## src/design/jsu_pkg.sv

```systemverilog
`timescale 1ns / 1ps

package jsu_pkg;

	typedef enum logic [2:0] {
		MODE_PLAIN   = 3'd0,
		MODE_ESCAPE  = 3'd1,
		MODE_HEX_HI  = 3'd2,
		MODE_WANT_BS = 3'd3,
		MODE_WANT_U  = 3'd4,
		MODE_HEX_LO  = 3'd5
	} mode_t;

	typedef enum logic [1:0] {
		KIND_DATA  = 2'd0,
		KIND_END   = 2'd1,
		KIND_ERROR = 2'd2
	} kind_t;

	localparam logic [2:0] ERR_NONE         = 3'd0;
	localparam logic [2:0] ERR_UNTERM_STR   = 3'd1;
	localparam logic [2:0] ERR_UNTERM_ESC   = 3'd2;
	localparam logic [2:0] ERR_BAD_ESC      = 3'd3;
	localparam logic [2:0] ERR_TRUNC_U      = 3'd4;
	localparam logic [2:0] ERR_BAD_HEX      = 3'd5;
	localparam logic [2:0] ERR_MISSING_LOW  = 3'd6;
	localparam logic [2:0] ERR_BAD_LOW      = 3'd7;

	localparam int GQ_DEPTH = 4;
	localparam int GQ_AW    = $clog2(GQ_DEPTH);
	localparam int GQ_CW    = $clog2(GQ_DEPTH + 1);

	typedef struct packed {
		mode_t        mode;
		logic [1:0]   cnt;
		logic [15:0]  acc;
		logic [9:0]   hs;
	} dec_state_t;

	typedef struct packed {
		logic [7:0] data;
		kind_t      kind;
		logic [2:0] code;
	} result_t;

	typedef struct packed {
		logic [1:0]         last_idx;
		result_t [3:0]      res;
	} group_t;

	typedef struct packed {
		logic [2:0]       n;
		logic [3:0][7:0]  b;
	} utf8_t;

	typedef struct packed {
		logic       ok;
		logic [3:0] val;
	} hex_t;

	function automatic hex_t hex_val(input logic [7:0] c);
		hex_t h;
		h.ok  = 1'b1;
		h.val = 4'd0;
		if (c >= "0" && c <= "9") begin
			h.val = 4'(c - 8'h30);
		end else if (c >= "a" && c <= "f") begin
			h.val = 4'(c - 8'h57);
		end else if (c >= "A" && c <= "F") begin
			h.val = 4'(c - 8'h37);
		end else begin
			h.ok = 1'b0;
		end
		return h;
	endfunction

	function automatic utf8_t utf8_enc(input logic [20:0] cp);
		utf8_t u;
		u = '0;
		if (cp <= 21'h7F) begin
			u.n    = 3'd1;
			u.b[0] = cp[7:0];
		end else if (cp <= 21'h7FF) begin
			u.n    = 3'd2;
			u.b[0] = {3'b110, cp[10:6]};
			u.b[1] = {2'b10, cp[5:0]};
		end else if (cp <= 21'hFFFF) begin
			u.n    = 3'd3;
			u.b[0] = {4'b1110, cp[15:12]};
			u.b[1] = {2'b10, cp[11:6]};
			u.b[2] = {2'b10, cp[5:0]};
		end else begin
			u.n    = 3'd4;
			u.b[0] = {5'b11110, cp[20:18]};
			u.b[1] = {2'b10, cp[17:12]};
			u.b[2] = {2'b10, cp[11:6]};
			u.b[3] = {2'b10, cp[5:0]};
		end
		return u;
	endfunction

endpackage

```

## src/design/json_string_unescape_utf8_core.sv

```systemverilog
`timescale 1ns / 1ps

// JSON string body decoder. Feed the bytes after the opening quote, one per
// transaction; a transaction with text_ended set closes the text. Results come
// out one per transaction: data bytes (escapes resolved, \u code points as
// UTF-8), then an end result on the closing quote or an error result with its
// code; last marks the final result of each input byte. Each byte is decoded
// combinationally between the input register and a four-entry result group
// queue; input flows at one byte per cycle while the queue has room. The
// output port moves one result per cycle unless result_stall is high, so a
// code point that expands to two to four UTF-8 bytes gives one result per
// byte, and the input stalls once the group queue fills.

module json_string_unescape_utf8_core import jsu_pkg::*; (
	input  logic        clk,
	input  logic        arst_n,
	input  logic        item_valid,
	output logic        item_stall,
	input  logic [7:0]  byte_value,
	input  logic        text_ended,
	output logic        result_valid,
	input  logic        result_stall,
	output logic [7:0]  out_byte,
	output logic [1:0]  kind,
	output logic [2:0]  error_code,
	output logic        last
);

	logic       valid_s1;
	logic [7:0] byte_s1;
	logic       ended_s1;
	logic       q_ready;
	logic       fire;
	logic       grp_valid;
	group_t     grp;

	assign fire       = valid_s1 && q_ready;
	assign item_stall = valid_s1 && !q_ready;

	always_ff @(posedge clk or negedge arst_n) begin
		if (!arst_n) begin
			valid_s1 <= 1'b0;
		end else if (item_valid && !item_stall) begin
			valid_s1 <= 1'b1;
		end else if (fire) begin
			valid_s1 <= 1'b0;
		end
	end

	always_ff @(posedge clk) begin
		if (item_valid && !item_stall) begin
			byte_s1  <= byte_value;
			ended_s1 <= text_ended;
		end
	end

	jsu_decode u_decode (
		.clk       (clk),
		.arst_n    (arst_n),
		.fire      (fire),
		.byte_s1   (byte_s1),
		.ended_s1  (ended_s1),
		.grp_valid (grp_valid),
		.grp       (grp)
	);

	jsu_out_queue u_queue (
		.clk          (clk),
		.arst_n       (arst_n),
		.push         (fire && grp_valid),
		.push_grp     (grp),
		.ready        (q_ready),
		.result_valid (result_valid),
		.result_stall (result_stall),
		.out_byte     (out_byte),
		.kind         (kind),
		.error_code   (error_code),
		.last         (last)
	);

endmodule

```

## src/design/jsu_decode.sv

```systemverilog
`timescale 1ns / 1ps

module jsu_decode import jsu_pkg::*; (
	input  logic        clk,
	input  logic        arst_n,
	input  logic        fire,
	input  logic [7:0]  byte_s1,
	input  logic        ended_s1,
	output logic        grp_valid,
	output group_t      grp
);

	dec_state_t st_q;
	dec_state_t nxt;
	logic [2:0]  n;
	hex_t        hv;
	logic [15:0] acc_new;
	logic [20:0] cp_pair;
	utf8_t       enc;
	logic        emit;
	logic [20:0] emit_cp;

	always_ff @(posedge clk or negedge arst_n) begin
		if (!arst_n) begin
			st_q <= '{mode: MODE_PLAIN, cnt: '0, acc: '0, hs: '0};
		end else if (fire) begin
			st_q <= nxt;
		end
	end

	assign hv      = hex_val(byte_s1);
	assign acc_new = {st_q.acc[11:0], hv.val};
	assign cp_pair = 21'h10000 + {1'b0, st_q.hs, acc_new[9:0]};
	assign enc     = utf8_enc(emit_cp);

	always_comb begin
		nxt     = st_q;
		n       = 3'd0;
		grp     = '0;
		emit    = 1'b0;
		emit_cp = {5'd0, acc_new};
		if (ended_s1) begin
			n               = 3'd1;
			grp.res[0].kind = KIND_ERROR;
			case (st_q.mode)
				MODE_PLAIN:               grp.res[0].code = ERR_UNTERM_STR;
				MODE_ESCAPE:              grp.res[0].code = ERR_UNTERM_ESC;
				MODE_HEX_HI, MODE_HEX_LO: grp.res[0].code = ERR_TRUNC_U;
				default:                  grp.res[0].code = ERR_MISSING_LOW;
			endcase
		end else begin
			case (st_q.mode)
				MODE_PLAIN: begin
					if (byte_s1 == "\"") begin
						n               = 3'd1;
						grp.res[0].kind = KIND_END;
					end else if (byte_s1 == "\\") begin
						nxt.mode = MODE_ESCAPE;
					end else begin
						n               = 3'd1;
						grp.res[0].data = byte_s1;
					end
				end
				MODE_ESCAPE: begin
					n        = 3'd1;
					nxt.mode = MODE_PLAIN;
					case (byte_s1)
						"\"", "\\", "/": grp.res[0].data = byte_s1;
						"b":             grp.res[0].data = 8'h08;
						"f":             grp.res[0].data = 8'h0C;
						"n":             grp.res[0].data = 8'h0A;
						"r":             grp.res[0].data = 8'h0D;
						"t":             grp.res[0].data = 8'h09;
						"u": begin
							n        = 3'd0;
							nxt.mode = MODE_HEX_HI;
							nxt.cnt  = 2'd0;
							nxt.acc  = 16'd0;
						end
						default: begin
							grp.res[0].kind = KIND_ERROR;
							grp.res[0].code = ERR_BAD_ESC;
						end
					endcase
				end
				MODE_WANT_BS: begin
					if (byte_s1 == "\\") begin
						nxt.mode = MODE_WANT_U;
					end else begin
						n               = 3'd1;
						grp.res[0].kind = KIND_ERROR;
						grp.res[0].code = ERR_MISSING_LOW;
					end
				end
				MODE_WANT_U: begin
					if (byte_s1 == "u") begin
						nxt.mode = MODE_HEX_LO;
						nxt.cnt  = 2'd0;
						nxt.acc  = 16'd0;
					end else begin
						n               = 3'd1;
						grp.res[0].kind = KIND_ERROR;
						grp.res[0].code = ERR_MISSING_LOW;
					end
				end
				MODE_HEX_HI, MODE_HEX_LO: begin
					if (!hv.ok) begin
						n               = 3'd1;
						grp.res[0].kind = KIND_ERROR;
						grp.res[0].code = ERR_BAD_HEX;
					end else if (st_q.cnt != 2'd3) begin
						nxt.acc = acc_new;
						nxt.cnt = st_q.cnt + 2'd1;
					end else if (st_q.mode == MODE_HEX_HI) begin
						if (acc_new >= 16'hD800 && acc_new <= 16'hDBFF) begin
							nxt.mode = MODE_WANT_BS;
							nxt.cnt  = 2'd0;
							nxt.acc  = 16'd0;
							nxt.hs   = acc_new[9:0];
						end else begin
							emit = 1'b1;
						end
					end else begin
						if (acc_new >= 16'hDC00 && acc_new <= 16'hDFFF) begin
							emit    = 1'b1;
							emit_cp = cp_pair;
						end else begin
							n               = 3'd1;
							grp.res[0].kind = KIND_ERROR;
							grp.res[0].code = ERR_BAD_LOW;
						end
					end
				end
				default: begin
					nxt.mode = MODE_PLAIN;
				end
			endcase
		end
		if (emit) begin
			n = enc.n;
			for (int i = 0; i < 4; i++) begin
				grp.res[i].data = enc.b[i];
			end
		end
		if (emit || (n != 3'd0 && grp.res[0].kind != KIND_DATA) || st_q.mode > MODE_HEX_LO) begin
			nxt = '{mode: MODE_PLAIN, cnt: '0, acc: '0, hs: '0};
		end
		grp.last_idx = 2'(n - 3'd1);
	end

	assign grp_valid = (n != 3'd0);

endmodule

```

## src/design/jsu_out_queue.sv

```systemverilog
`timescale 1ns / 1ps

module jsu_out_queue import jsu_pkg::*; (
	input  logic        clk,
	input  logic        arst_n,
	input  logic        push,
	input  group_t      push_grp,
	output logic        ready,
	output logic        result_valid,
	input  logic        result_stall,
	output logic [7:0]  out_byte,
	output logic [1:0]  kind,
	output logic [2:0]  error_code,
	output logic        last
);

	group_t           mem_q [GQ_DEPTH];
	logic [GQ_AW-1:0] wr_ptr_q;
	logic [GQ_AW-1:0] rd_ptr_q;
	logic [GQ_CW-1:0] count_q;
	logic [1:0]       idx_q;
	group_t           head;
	result_t          cur;
	logic             take;
	logic             pop;

	assign head         = mem_q[rd_ptr_q];
	assign cur          = head.res[idx_q];
	assign result_valid = (count_q != '0);
	assign ready        = (count_q != GQ_CW'(GQ_DEPTH));
	assign take         = result_valid && !result_stall;
	assign last         = (idx_q == head.last_idx);
	assign pop          = take && last;

	assign out_byte   = cur.data;
	assign kind       = cur.kind;
	assign error_code = cur.code;

	always_ff @(posedge clk) begin
		if (push) begin
			mem_q[wr_ptr_q] <= push_grp;
		end
	end

	always_ff @(posedge clk or negedge arst_n) begin
		if (!arst_n) begin
			wr_ptr_q <= '0;
			rd_ptr_q <= '0;
			count_q  <= '0;
			idx_q    <= '0;
		end else begin
			if (push) begin
				wr_ptr_q <= GQ_AW'(wr_ptr_q + 1'b1);
			end
			if (pop) begin
				rd_ptr_q <= GQ_AW'(rd_ptr_q + 1'b1);
				idx_q    <= '0;
			end else if (take) begin
				idx_q <= idx_q + 2'd1;
			end
			case ({push, pop})
				2'b10:   count_q <= count_q + 1'b1;
				2'b01:   count_q <= count_q - 1'b1;
				default: count_q <= count_q;
			endcase
		end
	end

endmodule

```

## config.mk

```make
export PLATFORM = sky130hd
export DESIGN_NAME = json_string_unescape_utf8_core
export DESIGN_NICKNAME = d
export VERILOG_FILES = /design/src/design/jsu_pkg.sv /design/src/design/json_string_unescape_utf8_core.sv /design/src/design/jsu_decode.sv /design/src/design/jsu_out_queue.sv
export SDC_FILE = /design/constraint.sdc
export NUM_CORES = 1
export LEC_CHECK = 0
export BUFFER_PORTS_ARGS = -buffer_cell sky130_fd_sc_hd__clkbuf_2
export CAP_MARGIN = 20
export CORE_MARGIN = 5
export CORE_UTILIZATION = 42
export DETAILED_ROUTE_END_ITERATION = 12
export GPL_ROUTABILITY_DRIVEN = 0
export MAX_ROUTING_LAYER = met4
export PLACE_DENSITY_LB_ADDON = 0.25
export SYNTH_ARGS = -nofsm -noshare
export SYNTH_HDL_FRONTEND = slang
export SYNTH_SLANG_ARGS = --single-unit
export TNS_END_PERCENT = 30
```

## constraint.sdc

```tcl
create_clock -name clk -period 9.2 [get_ports clk]
set_input_delay 0.92 -clock clk [delete_from_list [all_inputs] [get_ports clk]]
set_output_delay 0.92 -clock clk [all_outputs]
set_load 0.01 [all_outputs]
```

# After elaboration in Yosys (flattened, before gate mapping)

Memory sizes are Yosys's and may differ from the RTL's.
Cells that the tools add are included.

Bits in registers: 46
Latch bits: 0
Memory bits (writable): 156
Bits in read-only memories: 0
Bits of input ports: 13
Output and inout bits: 16
Word-level logic and storage cells: 190
Memories: 1

Add/subtract/negate cells: 11
Multiply operators: 0
Divide/modulo/power cells: 0
$lt $le $gt $ge: 15
Eq/ne operators: 32
Shift operators: 0
Mux-type cells: 84
Bitwise gates (word level): 0
Reductions and logical operators: 36

Memories:

| name          | words | bits a word | read ports | clocked after Yosys merged registers in | wr ports | RTL line            | text |
|---|---|---|---|---|---|---|---|
| u_queue.mem_q | 4     | 39          | 1          | 0                                       | 1        | jsu_out_queue.sv:17 | `group_t mem_q [GQ_DEPTH];` |

Operator list:

| operator                 | number |
|---|---|
| $mux W31                 | 5 |
| $mux W21                 | 7 |
| $mux W8                  | 9 |
| $eq A8 B7 Y1 const B     | 7 |
| $pmux W18 S3             | 1 |
| $pmux W8 S6              | 1 |
| $mux W5                  | 8 |
| $mux W3                  | 13 |
| $ge A16 B16 Y1 const B   | 2 |
| $le A16 B16 Y1 const B   | 2 |
| $mux W16                 | 2 |
| $bmux W13 S2             | 1 |
| $mux W24                 | 1 |
| $pmux W3 S4              | 2 |
| $mux W22                 | 1 |
| $add A17 B20 Y21 const A | 1 |
| $le A21 B11 Y1 const B   | 1 |
| $le A21 B16 Y1 const B   | 1 |
| $le A21 B7 Y1 const B    | 1 |
| $ne A3 B1 Y1 const B     | 7 |
| $mux W10                 | 2 |
| $mux W20                 | 1 |
| $mux W1                  | 18 |
| $mux W18                 | 1 |
| other kinds (44)         | 83 |

# Longest topological paths before layout

Gate-level depths: netlist (run 1).

Depth in word-level cells: 24
Depth in mapped cells: 15
Mapped depth without buffers: 15

# Hierarchy

From an unflattened synthesis (run 1), not the netlist that was laid out.

Cell total of the unflattened synthesis: 716
Area total of the unflattened synthesis: 11918.9 um2

Modules (own cells, without submodules):

| module                         | instances | cells each | area each (um2) | seq. area each (um2) |
|---|---|---|---|---|
| jsu_out_queue                  | 1         | 353        | 8690.8          | 6711.4 |
| jsu_decode                     | 1         | 347        | 2887.8          | 675.6 |
| json_string_unescape_utf8_core | 1         | 16         | 340.3           | 295.3 |

# Worst setup path after synthesis (run 1)

Ideal clock, no wire load.

Path type: register to output
From: reg u_queue.rd_ptr_q[0]
To: out out_byte[1]
Arrival: 2.434 ns
Data required time: 8.280 ns
Slack: 5.846 ns
Stages on the path, launching flop included: 5
Path buffers: 2
Cell sequence: dfrtp_1 -> buf_1 -> buf_1 -> mux4_2 -> mux4_2

Cells in the longest elaborated chain, start to end: 3

RTL lines:

| element                        | RTL line                             | text |
|---|---|---|
| start, declared                | jsu_out_queue.sv:19                  | `logic [GQ_AW-1:0] rd_ptr_q;` |
| start signal, assigned         | jsu_out_queue.sv:56                  | `rd_ptr_q <= GQ_AW'(rd_ptr_q + 1'b1);` |
| $mem_v2 Z4 W39                 | --                                   |  |
| $bmux W13 S2                   | jsu_out_queue.sv:28                  | `assign cur = head.res[idx_q];` |
| $mux W13 (not written as such) | jsu_out_queue.sv:28                  |  |
| end, declared                  | json_string_unescape_utf8_core.sv:23 | `output logic [7:0] out_byte,` |

No other way between the ends. The select of a mux whose other input is x is not followed.

# Worst setup path after layout (run 1)

From: reg byte_s1[5]
To: reg u_queue.count_q[2]

Cells in the longest elaborated chain, start to end: 22
Elaborated cells on any way between the ends: 60
Those cells by class: 1 x add/sub; 13 x order compare; 5 x eq/ne; 33 x mux; 8 x reduce/logical

RTL lines:

| element                                           | RTL line                             | text |
|---|---|---|
| start, declared                                   | json_string_unescape_utf8_core.sv:30 | `logic [7:0] byte_s1;` |
| start signal, assigned                            | json_string_unescape_utf8_core.sv:52 | `byte_s1 <= byte_value;` |
| $ge A8 B7 Y1 or $le A8 B7 Y1 (tied branches)      | jsu_pkg.sv:69                        | `end else if (c >= "A" && c <= "F") begin` |
| $logic_and A1 B1 Y1                               | jsu_pkg.sv:69                        |  |
| $mux W4                                           | jsu_pkg.sv:69                        |  |
| $mux W4                                           | jsu_pkg.sv:67                        | `end else if (c >= "a" && c <= "f") begin` |
| $mux W4                                           | jsu_pkg.sv:65                        | `if (c >= "0" && c <= "9") begin` |
| $ge A16 B16 Y1 or $le A16 B16 Y1 (tied branches)  | jsu_decode.sv:124                    | `if (acc_new >= 16'hDC00 && acc_new <= 16'hDFFF) begin` |
| $logic_and A1 B1 Y1                               | jsu_decode.sv:124                    |  |
| $mux W21                                          | jsu_decode.sv:124                    |  |
| [... 6 more ...]                                  | --                                   |  |
| $mux W3                                           | jsu_pkg.sv:87                        | `end else if (cp <= 21'hFFFF) begin` |
| $mux W3                                           | jsu_pkg.sv:83                        | `end else if (cp <= 21'h7FF) begin` |
| $mux W3                                           | jsu_pkg.sv:80                        | `if (cp <= 21'h7F) begin` |
| $mux W3 (*)                                       | jsu_decode.sv:139                    | `if (emit) begin` |
| $reduce_bool A3 Y1 (*)                            | jsu_decode.sv:151                    | `assign grp_valid = (n != 3'd0);` |
| $logic_and A1 B1 Y1 (*)                           | json_string_unescape_utf8_core.sv:70 | `.push (fire && grp_valid),` |
| $eq A2 B1 Y1 or $eq A2 B2 Y1 (tied branches)      | jsu_out_queue.sv:61                  | `case ({push, pop})` |
| $pmux W3 S2 or $reduce_bool A2 Y1 (tied branches) | --                                   |  |
| end signal, assigned                              | jsu_out_queue.sv:62                  | `2'b10: count_q <= count_q + 1'b1;` |
| end signal, assigned                              | jsu_out_queue.sv:63                  | `2'b01: count_q <= count_q - 1'b1;` |
| end signal, assigned                              | jsu_out_queue.sv:64                  | `default: count_q <= count_q;` |
| end, declared                                     | jsu_out_queue.sv:20                  | `logic [GQ_CW-1:0] count_q;` |

Mark *: on every way between the ends. The rest lies on a longest branch, timed or not.
A chain may end at the register's enable or synchronous reset.

==> results of run 1 <==
==> sequential cells by signal, summed over array words and instances (netlist names) <==
signal and count:
u_queue.mem_q 144, u_decode.st_q 15, u_decode.acc_new 12, byte_s1 8, u_queue.count_q 3, u_queue.idx_q 2
u_queue.rd_ptr_q 2, u_queue.wr_ptr_q 2, ended_s1 1, valid_s1 1
==> synthesized netlist by cell type, drive strengths merged, types with 4 or more instances <==
cell type and instances:
a211oi 5, dfrtp 37, or2 7, a22o 23, nor3 16, and2 5
nand3 18, ha 11, xnor2 7, a21oi 19, nand4 5, nand2b 4
inv 18, a31oi 5, clkbuf 20, mux4 43, edfxtp 153, a31o 5
nand2 32, nor3b 4, nor2b 15, o22ai 6, nor2 37, and3 10
nand4b 5, buf 15, o21ai 23, o31ai 5, mux2i 5, a32o 4
==> worst max path at each step <==
stage	from	endpoint	slack [ns]	depth (start not counted)
5_1_grt	byte_s1[5]$_DFFE_PP_	u_queue.count_q[2]$_DFFE_PN0P_	5.11	13
3_5_place_dp	byte_s1[5]$_DFFE_PP_	u_queue.count_q[2]$_DFFE_PN0P_	5.38	13
4_1_cts	byte_s1[5]$_DFFE_PP_	u_queue.count_q[2]$_DFFE_PN0P_	5.40	13
6_report	byte_s1[5]$_DFFE_PP_	u_queue.count_q[2]$_DFFE_PN0P_	5.42	13
2_1_floorplan	u_queue.rd_ptr_q[0]$_DFFE_PN0P_	out_byte[1]	5.85	4
3_3_place_gp	byte_s1[5]$_DFFE_PP_	u_queue.count_q[2]$_DFFE_PN0P_	5.57	13
==> where the power goes <==
| part | total (uW) | internal, uW | switching [uW] | leakage, uW |
|---|---|---|---|---|
| Combinational | 741 | 341 | 400 | 0.00126 |
| Clock | 726 | 368 | 358 | 0.000286 |
| Sequential | 1190 | 1120 | 74.2 | 0.00199 |
| Total | 2660 | 1820 | 833 | 0.00353 |
==> kinds of logic (layout without fill, tap and decap cells) <==
logic type	after synthesis	count (layout)	share of synthesized area
flops	190	190	0.617
simple gates	169	169	0.105
compound gates	127	127	0.109
buf+inv	54	83	0.0252
mux	50	50	0.116
fa+ha+maj	12	12	0.0176
xor+xnor	10	10	0.00979
==> routing by layer <==
| layer | global-route usage | up-vias | part of all wire |
|---|---|---|---|
| met5 | - | - | 0 |
| met4 | 0.0454 | 0 | 0.014 |
| met3 | 0.0311 | 30 | 0.054 |
| met2 | 0.266 | 199 | 0.49 |
| met1 | 0.236 | 2829 | 0.44 |
| li1 | - | 2450 | - |
==> stage by stage <==
| step | utilization | cell area (sq um) | setup WS [ns] | instances |
|---|---|---|---|---|
| final | 0.472 | 9920 | 5.42 | 916 |
| after global routing | 0.472 | 9920 | 5.11 | 916 |
| after CTS | 0.471 | 9900 | 5.40 | 915 |
| after detailed placement | 0.443 | 9310 | 5.38 | 883 |
| after global placement | 0.443 | 9310 | 5.57 | 883 |
| after floorplan | - | 8950 | 5.85 | 612 |
==> layout make-up <==
type / count / area [sq um]
Clock buffer: 18 / 429
Fill cell: 1806 / 11100
Inverter: 19 / 71.3
Timing Repair Buffer: 32 / 183
Multi-Input combinational cell: 368 / 3210
Tap cell: 275 / 344
Clock inverter: 14 / 166
Sequential cell: 190 / 5520
==> worst register-to-register path: stages (launching register included) <==
cell                       delay (ns)
sky130_fd_sc_hd__edfxtp_1        0.58
sky130_fd_sc_hd__or4bb_1         0.61
sky130_fd_sc_hd__a211oi_2        0.31
sky130_fd_sc_hd__o21bai_4        0.25
sky130_fd_sc_hd__o22a_2          0.27
sky130_fd_sc_hd__nand4b_1        0.28
sky130_fd_sc_hd__and2_1          0.30
sky130_fd_sc_hd__inv_1           0.06
sky130_fd_sc_hd__ha_1            0.18
sky130_fd_sc_hd__inv_1           0.07
sky130_fd_sc_hd__fa_1            0.39
sky130_fd_sc_hd__xor2_1          0.15
sky130_fd_sc_hd__nor2_1          0.11
sky130_fd_sc_hd__xor2_1          0.15
==> run metrics, run 1 <==
result of the run=complete, no violations; count of endpoints failing hold in the final timing report=0; H-Tree Level Count=4; Max Clk Rate=approximately 260 MHz; starting density of the core=0.426; max-cap check violation count=0; number of antenna violations at the first check in global routing=0; endpoint of the worst register-to-register path=u_queue.count_q[2]$_DFFE_PN0P_; Tcrit/Tclk final=0.411; share of async-settable or async-resettable flops after synthesis=0.195; clock edge transition at the registers on the reported setup and hold paths=~0.08 ns; top cells by area, synth=sky130_fd_sc_hd__edfxtp_1, sky130_fd_sc_hd__mux4_2, sky130_fd_sc_hd__dfrtp_1; CTS tree=built; share of layout cells above drive strength 1=0.218; worst r2r path cells=13; path category of the worst min-delay check=in -> async; Final min period=3.78 ns; syn_nets=approximately 640; Rows=between 50 and 60; Syn-to-layout area delta=10.9%; largest voltage drop on the vdd net=around 0.00017 V; Synth Register Bits=190; clock latency on the worst-skew pair=between 0.4 and 0.5 ns; Die Footprint=roughly 24000 sq um; power density cells=268 nW/um^2; most common cell after layout, fill and taps aside=sky130_fd_sc_hd__edfxtp_1; Setup-failing EPs final=0; horizontal die dimension=between 150 and 200 microns; post-cts repair resize count=0; Core ar.=between 20000 and 25000 sq um; startpoint of the worst register-to-register path=byte_s1[5]$_DFFE_PP_; endpoint kind of the worst setup timing path=register; Tightest Pin Transition=a little over 1 ns; CTS Hold Buffers Added=0; worst hold slack after final layout=~0.39 ns; top cell type's share of synthesized area=0.513; Mean Syn Cell Area=between 10 and 15 sq um; leading register cell type out of synthesis=sky130_fd_sc_hd__edfxtp_1; Slew HR=0.298; setup bufs post-CTS=0; synthesized instance count=between 600 and 700; library cells used by synthesis=~80; Arrival @ worst endpoint=between 4 and 5 ns; number of buffer and inverter instances along the worst setup path=2; cell type with the largest total area after synthesis=sky130_fd_sc_hd__edfxtp_1; Initial DRT Pass Iterations=5; remaining design rule violation count=0; worst clock skew on the final layout=between 0.01 and 0.015 ns; Post-Synthesis Cell Area=8950 sq um; Yosys warning count=0; total overflow reported by the global router=0; largest net degree at the start of global routing=39; TNS Setup=0 ns; DR iter-0 viols=roughly 440; post-route total power=~2700 uW; average routed wire per standard cell=roughly 21 microns; slowest stage delay, CP=about 0.61 ns; CP cell instances=or4bb_1 -> a211oi_2 -> o21bai_4 -> o22a_2 -> nand4b_1 -> and2_1 -> inv_1 -> ha_1 -> inv_1 -> fa_1 -> xor2_1 -> nor2_1 -> xor2_1; number of max-slew violations in the final report=0; Final HPWL DP=13100 microns; Die Y=around 160 microns; register-to-register setup slack=around 5.4 ns; Max clock buf depth=2; wire length of the first global-routing pass=~31000 microns; number of sinks handled by clock tree synthesis=190; total routed wirelength=19600 microns; number of nets with antenna violations after routing=0; all-layer global routing usage=0.172; critical path peak fanout=13; leading cell types in the layout, fill and taps excluded=sky130_fd_sc_hd__edfxtp_1, sky130_fd_sc_hd__mux4_2, sky130_fd_sc_hd__nor2_1, sky130_fd_sc_hd__dfrtp_1, sky130_fd_sc_hd__nand2_1; via count=about 5500; via count of the first global-routing pass=between 5000 and 6000; Required @ worst endpoint=~9.6 ns; Via density=roughly 6.0; number of placed I/O pins=29; leakage power=about 0.0035 uW; cell at the root of the clock tree=sky130_fd_sc_hd__clkbuf_16; port bufs=28; library cell contributing the largest single delay on the critical path=sky130_fd_sc_hd__or4bb_1; number of buffers inserted during clock tree synthesis=17; number of synthesized flops with an enable pin=between 150 and 200; critical path's top delay family=simple AND/OR/NAND/NOR gates; kind of critical path=reg -> reg; Final nets=653; RSZ-0062 raised after global routing=no; sequential area share after synthesis=0.617; antenna diode instance count=0; Critical Path Source Type=register
No activity file was read; power rests on OpenSTA's default activity.
==> run 2, diff against run 1 <==
==> constraint.sdc (replaced) <==
create_clock -name clk -period 3.8 [get_ports clk]
set_input_delay 0.38 -clock clk [delete_from_list [all_inputs] [get_ports clk]]
set_output_delay 0.38 -clock clk [all_outputs]
set_load 0.01 [all_outputs]
==> run 2 against run 1 <==
  * Count of clock-buffer cells in the layout is the same
  * Cell count grew 2.4%
  * Final area grew 1.8%
  * Sequential share of layout area shrank 0.97 points
  * Routed wire length shrank 0.14%
  * Via count grew 1.3%
  * Critical endpoint unchanged
  * Largest power group unchanged
==> run metrics, run 2 (same netlist as run 1, synthesis figures left out) <==
number of buffer and inverter instances along the worst setup path=2; P_sw=between 1500 and 2000 uW; RSZ-0062 raised after global routing=no; number of flip-flops under the largest register name=~140; Syn-to-layout area delta=12.9%; antenna diode instance count=0; leakage power=between 0.003 and 0.004 uW; via count=between 5000 and 6000; most flop-heavy register=u_queue.mem_q; source of the critical timing path=byte_s1[6]$_DFFE_PP_; via count of the first global-routing pass=5491; Initial DRT Pass Iterations=5; share of layout cells above drive strength 1=0.243; power density cells=~630 nW/um^2; fin util=0.480; Arrival @ worst endpoint=approximately 3.9 ns; Filler Cell Count=between 1500 and 2000; average routed wire per standard cell=~21 microns; number of buffers inserted during clock tree synthesis=17; count of endpoints failing hold in the final timing report=0; clock group share of total power=0.257; worst clock skew on the final layout=0.0137 ns; starting density of the core=0.426; Final min period=~3.6 ns; Tcrit/Tclk final=0.938; number of sinks handled by clock tree synthesis=190; result of the run=complete, no violations; CP cell instances=or4bb_1 -> a211oi_2 -> o21bai_4 -> o22a_2 -> nand4b_1 -> and2_1 -> inv_1 -> ha_1 -> inv_1 -> fa_1 -> xor2_1 -> nor2_1 -> xor2_1; Regs by FF count=u_queue.mem_q: 144 flops, u_decode.st_q: 15 flops, u_decode.acc_new: 12 flops; post-cts repair resize count=0; Rows=53; Tightest Pin Transition=roughly 1.2 ns; post-route total power=around 6400 uW; Max Clk Rate=between 200 and 300 MHz; number of max-slew violations in the final report=0; startpoint of the worst register-to-register path=byte_s1[6]$_DFFE_PP_; number of placed I/O pins=29; cell at the root of the clock tree=sky130_fd_sc_hd__clkbuf_16; part of the power in registers=0.455; remaining design rule violation count=0; Critical Path Source Type=register; largest net degree at the start of global routing=38; clock edge transition at the registers on the reported setup and hold paths=0.07 ns; Hold Startpoint=text_ended; most common cell after layout, fill and taps aside=sky130_fd_sc_hd__edfxtp_1; leading cell types in the layout, fill and taps excluded=sky130_fd_sc_hd__edfxtp_1, sky130_fd_sc_hd__mux4_2, sky130_fd_sc_hd__nor2_1, sky130_fd_sc_hd__dfrtp_1, sky130_fd_sc_hd__nand2_1; number of nets with antenna violations after routing=0; Die Footprint=24300 sq um; Final nets=between 600 and 700; Die Y=about 160 microns; path category of the worst min-delay check=in -> reg; clock latency on the worst-skew pair=~0.43 ns; Required @ worst endpoint=4.16 ns; wire length of the first global-routing pass=about 31000 microns; port bufs=28; Via density=just under 6; horizontal die dimension=~160 microns; Setup-failing EPs final=0; largest voltage drop on the vdd net=0.000290 V; max-cap check violation count=0; slowest stage delay, CP=~0.62 ns; critical path's top delay family=simple AND/OR/NAND/NOR gates; switching part of the total power=0.306; Max clock buf depth=2; kind of critical path=reg -> reg; Slew HR=0.189; DR iter-0 viols=about 550; total overflow reported by the global router=0; Core ar.=21000 sq um; critical path peak fanout=13; library cell contributing the largest single delay on the critical path=sky130_fd_sc_hd__or4bb_1; Final HPWL DP=13600 microns; logic gate share of total power=0.288; CTS tree=built; total routed wirelength=around 20000 microns; TNS Setup=0 ns; H-Tree Level Count=4; all-layer global routing usage=0.173; internal power of the cells=around 4400 uW; number of antenna violations at the first check in global routing=0; endpoint kind of the worst setup timing path=register
[run 2: power groups by stage]
| stage | sequential [uW] | clock [uW] | combinational [uW] |
|---|---|---|---|
| 2_1_floorplan | 2820 | 0 | 1380 |
| 3_3_place_gp | 2940 | 0 | 1860 |
| 3_5_place_dp | 2970 | 0 | 1880 |
| 4_1_cts | 2920 | 1680 | 1880 |
| 5_1_grt | 2960 | 1790 | 2020 |
| 6_report | 2910 | 1650 | 1840 |
[run 2: final cells by class]
type                            count  area [sq um]  share of cell area
Clock inverter                     14           124              0.0123
Timing Repair Buffer               54           400              0.0397
Sequential cell                   190          5520               0.547
Clock buffer                       18           429              0.0425
Inverter                           19          71.3             0.00706
Multi-Input combinational cell    368          3210               0.318
Tap cell                          275           344              0.0341
[run 2: repair_timing]
item	CTS	global route
endpoints found under the setup margin	0	1
hold buffers	0	1
buffers inserted	0	3
hold endpoints to repair	0	5
[run 2: metal layers]
| layer | up-vias | routed length, microns | part of all wire | track usage |
|---|---|---|---|---|
| li1 | 2498 | - | - | - |
| met1 | 2837 | 8380 | 0.43 | 0.233 |
| met2 | 217 | 9710 | 0.50 | 0.275 |
| met3 | 25 | 1240 | 0.063 | 0.0347 |
| met4 | 0 | 274 | 0.014 | 0.0367 |
| met5 | - | 0 | 0 | - |
[run 2: path summary, 6_finish.rpt]
path	slack [ns]	to	depth (start not counted)
max	0.24	u_queue.count_q[2]$_DFFE_PN0P_	13
min	0.12	ended_s1$_DFFE_PP_	1
max reg2reg	0.24	u_queue.count_q[2]$_DFFE_PN0P_	13
min reg2reg	0.50	u_decode.st_q[27]$_DFFE_PN0P_	1
max in group asynchronous	3.04	u_decode.st_q[4]$_DFFE_PN0P_	3
min in group asynchronous	0.32	valid_s1$_DFFE_PN0P_	2
[run 2: metrics by stage]
stage | area (sq um) | worst slack (ns) | hold slack (ns) | instances
2_1_floorplan | 8950 | 0.584 | 0.0844 | 612
3_3_place_gp | 9490 | 0.401 | 0.481 | 901
3_5_place_dp | 9490 | 0.210 | 0.494 | 901
4_1_cts | 10000 | 0.185 | 0.103 | 933
5_1_grt | 10100 | 0.0284 | 0.103 | 938
6_report | 10100 | 0.237 | 0.121 | 938
